### config.mk
export PLATFORM = sky130hd
export DESIGN_NAME = gbs_overlap_pipe
export DESIGN_NICKNAME = d
export VERILOG_FILES = /design/src/rtl/core/gbs_pkg.sv /design/src/rtl/core/gbs_overlap_pipe.sv
export SDC_FILE = /design/constraint.sdc
export NUM_CORES = 2
export LEC_CHECK = 0
export ABC_AREA = 1
export BUFFER_PORTS_ARGS = -buffer_cell sky130_fd_sc_hd__clkbuf_2
export CAP_MARGIN = 30
export CELL_PAD_IN_SITES_DETAIL_PLACEMENT = 1
export CELL_PAD_IN_SITES_GLOBAL_PLACEMENT = 2
export CORE_MARGIN = 2
export CORE_UTILIZATION = 39
export CTS_BUF_LIST = sky130_fd_sc_hd__clkbuf_8
export CTS_CLUSTER_DIAMETER = 80
export CTS_CLUSTER_SIZE = 30
export DETAILED_ROUTE_END_ITERATION = 10
export PLACE_DENSITY_LB_ADDON = 0.08
export SYNTH_ARGS = -nofsm -noshare
export SYNTH_HDL_FRONTEND = slang
export SYNTH_SLANG_ARGS = --single-unit
### constraint.sdc
create_clock -name clk -period 8.25 [get_ports clk]
set_input_delay 1.65 -clock clk [delete_from_list [all_inputs] [get_ports clk]]
set_output_delay 1.65 -clock clk [all_outputs]
set_load 0.01 [all_outputs]
### src/rtl/core/gbs_pkg.sv
// ----------------------------------------------------------------------------
// gbs_pkg
// Shared constants and types for the greedy box suppression unit.
// ----------------------------------------------------------------------------
package gbs_pkg;

    localparam int MAX_KEPT_DEF   = 256;
    localparam int COORD_BITS_DEF = 13;
    localparam int THR_BITS       = 16;
    localparam int POS_BITS       = 16;

    localparam logic [THR_BITS-1:0] THR_RESET = 16'd29491;

    typedef enum logic [2:0] {
        ST_IDLE,
        ST_AREA,
        ST_SCAN,
        ST_DRAIN,
        ST_FINISH
    } gbs_state_t;

    typedef struct packed {
        logic busy;
        logic exceed;
    } overlap_status_t;

endpackage

### src/rtl/core/gbs_overlap_pipe.sv
// ----------------------------------------------------------------------------
// gbs_overlap_pipe
// Four-stage overlap test of the current box against one stored box per beat.
// ----------------------------------------------------------------------------
module gbs_overlap_pipe #(
    parameter int COORD_BITS = gbs_pkg::COORD_BITS_DEF
) (
    input  logic                                clk,
    input  logic                                rst_n,
    input  logic signed [COORD_BITS-1:0]        box_left,
    input  logic signed [COORD_BITS-1:0]        box_top,
    input  logic [COORD_BITS-1:0]               box_width,
    input  logic [COORD_BITS-1:0]               box_height,
    input  logic [2*COORD_BITS-1:0]             box_area,
    input  logic [gbs_pkg::THR_BITS-1:0]        threshold,
    input  logic                                ent_valid,
    input  logic signed [COORD_BITS-1:0]        ent_left,
    input  logic signed [COORD_BITS-1:0]        ent_top,
    input  logic [COORD_BITS-1:0]               ent_width,
    input  logic [COORD_BITS-1:0]               ent_height,
    input  logic [2*COORD_BITS-1:0]             ent_area,
    output gbs_pkg::overlap_status_t            status
);
    import gbs_pkg::*;

    localparam int CB   = COORD_BITS;
    localparam int EW   = CB + 2;
    localparam int AW   = 2 * CB;
    localparam int UW   = AW + 1;
    localparam int PW   = UW + THR_BITS;

    logic signed [EW-1:0] a_l, a_t, a_r, a_b;
    logic signed [EW-1:0] b_l, b_t, b_r, b_b;
    logic signed [EW-1:0] x0, y0, x1, y1, dxs, dys;
    logic [CB-1:0]        dx, dy;

    logic          s2_v_reg, s3_v_reg, s4_v_reg, s5_v_reg;
    logic [CB-1:0] s2_dx_reg, s2_dy_reg;
    logic [AW-1:0] s2_area_reg, s3_area_reg;
    logic [AW-1:0] s3_inter_reg, s4_inter_reg, s5_inter_reg;
    logic [UW-1:0] s4_uni_reg;
    logic [PW-1:0] s5_prod_reg;

    always_comb
    begin
        a_l = EW'(box_left);
        a_t = EW'(box_top);
        a_r = a_l + signed'({2'b00, box_width});
        a_b = a_t + signed'({2'b00, box_height});
        b_l = EW'(ent_left);
        b_t = EW'(ent_top);
        b_r = b_l + signed'({2'b00, ent_width});
        b_b = b_t + signed'({2'b00, ent_height});
        x0  = (a_l > b_l) ? a_l : b_l;
        y0  = (a_t > b_t) ? a_t : b_t;
        x1  = (a_r < b_r) ? a_r : b_r;
        y1  = (a_b < b_b) ? a_b : b_b;
        dxs = x1 - x0;
        dys = y1 - y0;
        dx  = (dxs > 0) ? dxs[CB-1:0] : '0;
        dy  = (dys > 0) ? dys[CB-1:0] : '0;
    end

    always_ff @(posedge clk or negedge rst_n)
    begin
        if (!rst_n)
        begin
            s2_v_reg <= 1'b0;
            s3_v_reg <= 1'b0;
            s4_v_reg <= 1'b0;
            s5_v_reg <= 1'b0;
        end
        else
        begin
            s2_v_reg <= ent_valid;
            s3_v_reg <= s2_v_reg;
            s4_v_reg <= s3_v_reg;
            s5_v_reg <= s4_v_reg;
        end
    end

    always_ff @(posedge clk)
    begin
        s2_dx_reg    <= dx;
        s2_dy_reg    <= dy;
        s2_area_reg  <= ent_area;
        s3_inter_reg <= s2_dx_reg * s2_dy_reg;
        s3_area_reg  <= s2_area_reg;
        s4_uni_reg   <= {1'b0, box_area} + {1'b0, s3_area_reg} - {1'b0, s3_inter_reg};
        s4_inter_reg <= s3_inter_reg;
        s5_prod_reg  <= threshold * s4_uni_reg;
        s5_inter_reg <= s4_inter_reg;
    end

    assign status.busy   = s2_v_reg | s3_v_reg | s4_v_reg | s5_v_reg;
    assign status.exceed = s5_v_reg && ({1'b0, s5_inter_reg, {THR_BITS{1'b0}}} > s5_prod_reg);

endmodule
* Word level (Yosys, flattened, before mapping)
Cells that the tools add are included.
Widths: inputs -> output; s select.
** Storage, ports and cells
- Flip-flop bits (word level) :: 230
- Bits of input ports :: 175
- Output and inout bits :: 2
** Operators by class
- Add/subtract/negate cells :: 8
- Multiply operators :: 2
- Order comparisons :: 7
- Mux-type cells :: 4
- Bitwise gates (word level) :: 3
- Reductions and logical operators :: 1
** Operators with widths (count)
- $add 13x14->15 :: 4
- $mux 15 :: 4
- $gt 42x43->1 :: 1
- $mul 16x27->43 :: 1
- $gt 15x1->1 const B :: 2
- $lt 15x15->1 :: 2
- $sub 15x15->15 :: 2
- $add 26x26->27 :: 1
- $sub 27x26->27 :: 1
- $gt 13x13->1 :: 2
- $mul 13x13->26 :: 1
- $or 1x1->1 :: 3
- $logic_and 1x1->1 :: 1

* Logic depth before layout (Yosys ltp)
- Depth after elaboration :: 5
- Mapped depth :: 47
- Gate-level depth less buffers :: 46

* Worst setup path after synthesis
No wires, ideal clock.
- Path kind :: in2reg
- Start point :: input threshold[1] (netlist name)
- End point :: register s5_prod_reg[35]
- Setup time :: 0.072 ns
- Arrival time :: 7.079 ns
- Setup slack :: 1.100 ns
- Cell stages on the path :: 24
- Buffers on the path :: 2
- Path through :: clkbuf_1 -> clkbuf_1 -> nand2_1 -> fa_1 -> inv_1 -> fa_1 -> inv_1 -> fa_1 -> inv_1 -> fa_1 -> fa_1 -> inv_1 -> fa_1 -> inv_1 -> ha_1 -> a21oi_1 -> inv_1 -> a31oi_1 -> o311ai_0 -> a21oi_1 -> o21ai_0 -> nand3_1 -> nand2_1 -> xor2_1
** On the way
- Cells in the longest elaborated chain, start to end :: 1
** Ends and longest elaborated chain
- from (decl) :: line gbs_overlap_pipe.sv:15 : input logic [gbs_pkg::THR_BITS-1:0] threshold,
- $mul 16x27->43 :: line gbs_overlap_pipe.sv:91 : s5_prod_reg <= threshold * s4_uni_reg;
- to (signal assigned) :: line gbs_overlap_pipe.sv:91
- to (decl) :: line gbs_overlap_pipe.sv:42 : logic [PW-1:0] s5_prod_reg;
Every way passes these cells.
A chain may end at the register's enable or synchronous reset.

* Final worst setup path
Same ends and word-level chain as after synthesis.

==> results_dict.tcl <==
set metrics [dict create \
    synth_warnings 0 \
    path_class "input pin to flip-flop" \
    die_w_um 295 \
    dr_wl_met3_um 2230 \
    start_util_pct 39.5 \
    design.core.area_um2 83800 \
    rsz0062_at_grt "false" \
    dr_wl_met2_um 45600 \
    hpwl_um 79200 \
    stdcell_count 5436 \
    synth_area_leaders "fa_1, ha_1, dfxtp_1" \
    setup-violations-final 0 \
    syn_area_um2 33100 \
    avgViaCountPerCell 4.72 \
    ys_top_cells_by_count "inv_1, nand2_1, fa_1" \
    cts_max_path_buffers 3 \
    hold_class "flip-flop to flip-flop" \
    cts_root_buffer "clkbuf_8" \
    ys_seq_area_share_pct 14.0 \
    ys_seq_elements 230 \
    num_rows 106 \
    cts_made_buffers 19 \
    required_ns 8.77 \
    fill_cells 10397 \
    firstDrtPassIters 5 \
    dr.max_layer_used "met4" \
    worst_slack_ns 0.957 \
    cts_tree "yes" \
    async_flop_share_pct 1.74 \
    netlist_instances 4193 \
    pre_cts_slack_ns 0.282 \
    clk_pin_slew_worst_paths_ns 0.14 \
    crit_arrival_ns 7.81 \
    gp_congestion 0.898 \
    syn_avg_cell_area_um2 7.90 \
    insertion_delay_ns 0.60 \
    tns_ns 0 \
    slew_headroom_pct 35.4 \
    cp-start-kind "input pin" \
    dr_total_vias 25670 \
    clock.fmax_ghz 0.137 \
    overflow 0 \
    hold_buffers 0 \
    synth_edf_count 0 \
    postLayoutCoreUtil_pct 42.6 \
    routedWlPerCell_um 16.6 \
    finClkSkew_ns 0.0594 \
    die_area_um2 87200 \
    synth_largest_area_cell "fa_1" \
    cts_resized 0 \
    synth-main-ff-cell "dfxtp_1" \
    drc 0 \
    final.min_clock_period_ns 7.29 \
    areaGrowthSynthToFinish_pct 7.79 \
    clock_sinks 230 \
    first_global_vias 28539 \
    synth.distinct_cells 51 \
    synth.most_common_cell "inv_1" \
    io_buffers 176 \
    grtUsageTotal_pct 21.5 \
    drive_above_1_share_pct 8.46 \
    post_cts_buffers 0 \
    hold_viol 0 \
    die_y_um 295 \
    antenna_found_initial 1 \
    dr.first_iter.drc_count 769 \
    ant_nets 0 \
    grt_max_degree 32 \
    slew_violations 0 \
    finish.net_count 5340 \
    period_share_pct 88.4 \
    critPathCaptureType "flip-flop" \
    largest_reg_flops 43 \
    dp_cells 5401 \
    drt-met1-wl_um 41000 \
    synth_top_area_share_pct 30.3 \
    io_pins 177 \
    synth_nets 5244 \
    cap_violations 0 \
    totalWireLength_um 90200 \
    grt_first_pass_wirelength_um 150000 \
    path_max_fanout 23 \
    worstMarginPinSlew_ns 0.968 \
    outcome "complete, no violations" \
    cts_max_level 1 \
]
-- kinds of logic after synthesis --
group / Yosys count / share of synthesized area, %
AOI/OAI and AO/OA: 426 / 7.43
buffers and inverters: 1249 / 14.3
DFF: 230 / 14.0
adders and majority gates: 876 / 44.5
and+or+nand+nor: 1254 / 15.7
xor gates and xnor gates: 158 / 4.18
-- layout by cell type (no fill, tap or decap), types with 53 or more instances in the layout --
cell type,count
dfxtp_1,226
nor2_1,101
inv_1,1106
o21ai_0,105
ha_1,375
nand3_1,60
xnor2_1,53
nand2_1,940
a21oi_1,207
xor2_1,105
clkbuf_2,176
fa_1,501
-- worst max-delay path, stage by stage --
cell and delay, ns:
clkbuf_2 0.50, nand2_1 0.17, fa_1 0.58, inv_1 0.05, fa_1 0.53, inv_1 0.06, fa_1 0.51, inv_1 0.06
fa_1 0.49, fa_1 0.55, inv_1 0.06, fa_1 0.48, inv_1 0.05, ha_1 0.33, a21oi_1 0.08, inv_1 0.08
a31oi_1 0.11, o311ai_0 0.49, a21oi_1 0.18, o21ai_0 0.40, nand3_1 0.12, nand2_1 0.11, xor2_1 0.16
-- worst paths after layout --
check,start,to,slack (ns),cells after the start
setup reg to reg,s4_uni_reg[15],s5_prod_reg[35],1.55,22
min in group asynchronous,rst_n,s2_v_reg,0.80,1
hold reg to reg,s2_area_reg[10],s3_area_reg[10],0.30,0
hold / removal,s2_area_reg[10],s3_area_reg[10],0.30,0
max in group asynchronous,rst_n,s4_v_reg,7.33,1
setup / recovery,threshold[1],s5_prod_reg[35],0.96,23
-- final cells by class --
type / instances / area (µm²) / share of cell area, %
Antenna cell: 1 / 2.50 / 0.00701
Clock buffer: 19 / 262 / 0.733
Sequential cell: 230 / 4620 / 13.0
Tap cell: 1134 / 1420 / 3.98
Inverter: 1111 / 4170 / 11.7
Timing Repair Buffer: 213 / 1190 / 3.34
Multi-Input combinational cell: 2714 / 23800 / 66.6
Clock inverter: 14 / 268 / 0.750
-- through the flow --
step / hold slack (ns) / instance area [µm²]
after floorplan: 0.310 / 33100
after global placement: 0.310 / 35100
after detailed placement: 0.313 / 35100
after CTS: 0.304 / 35700
after global routing: 0.304 / 35700
final: 0.304 / 35700
-- metal layers --
| metal | vias up | global-route usage, % |
|---|---|---|
| met1 | 12722 | 28.0 |
| met5 | - | 0 |
| li1 | 12634 | - |
| met2 | 236 | 39.2 |
| met4 | 0 | 3.63 |
| met3 | 78 | 1.77 |
Power is not shown: default switching activity piles up to over one toggle a cycle in this logic, so the estimate is an artifact.
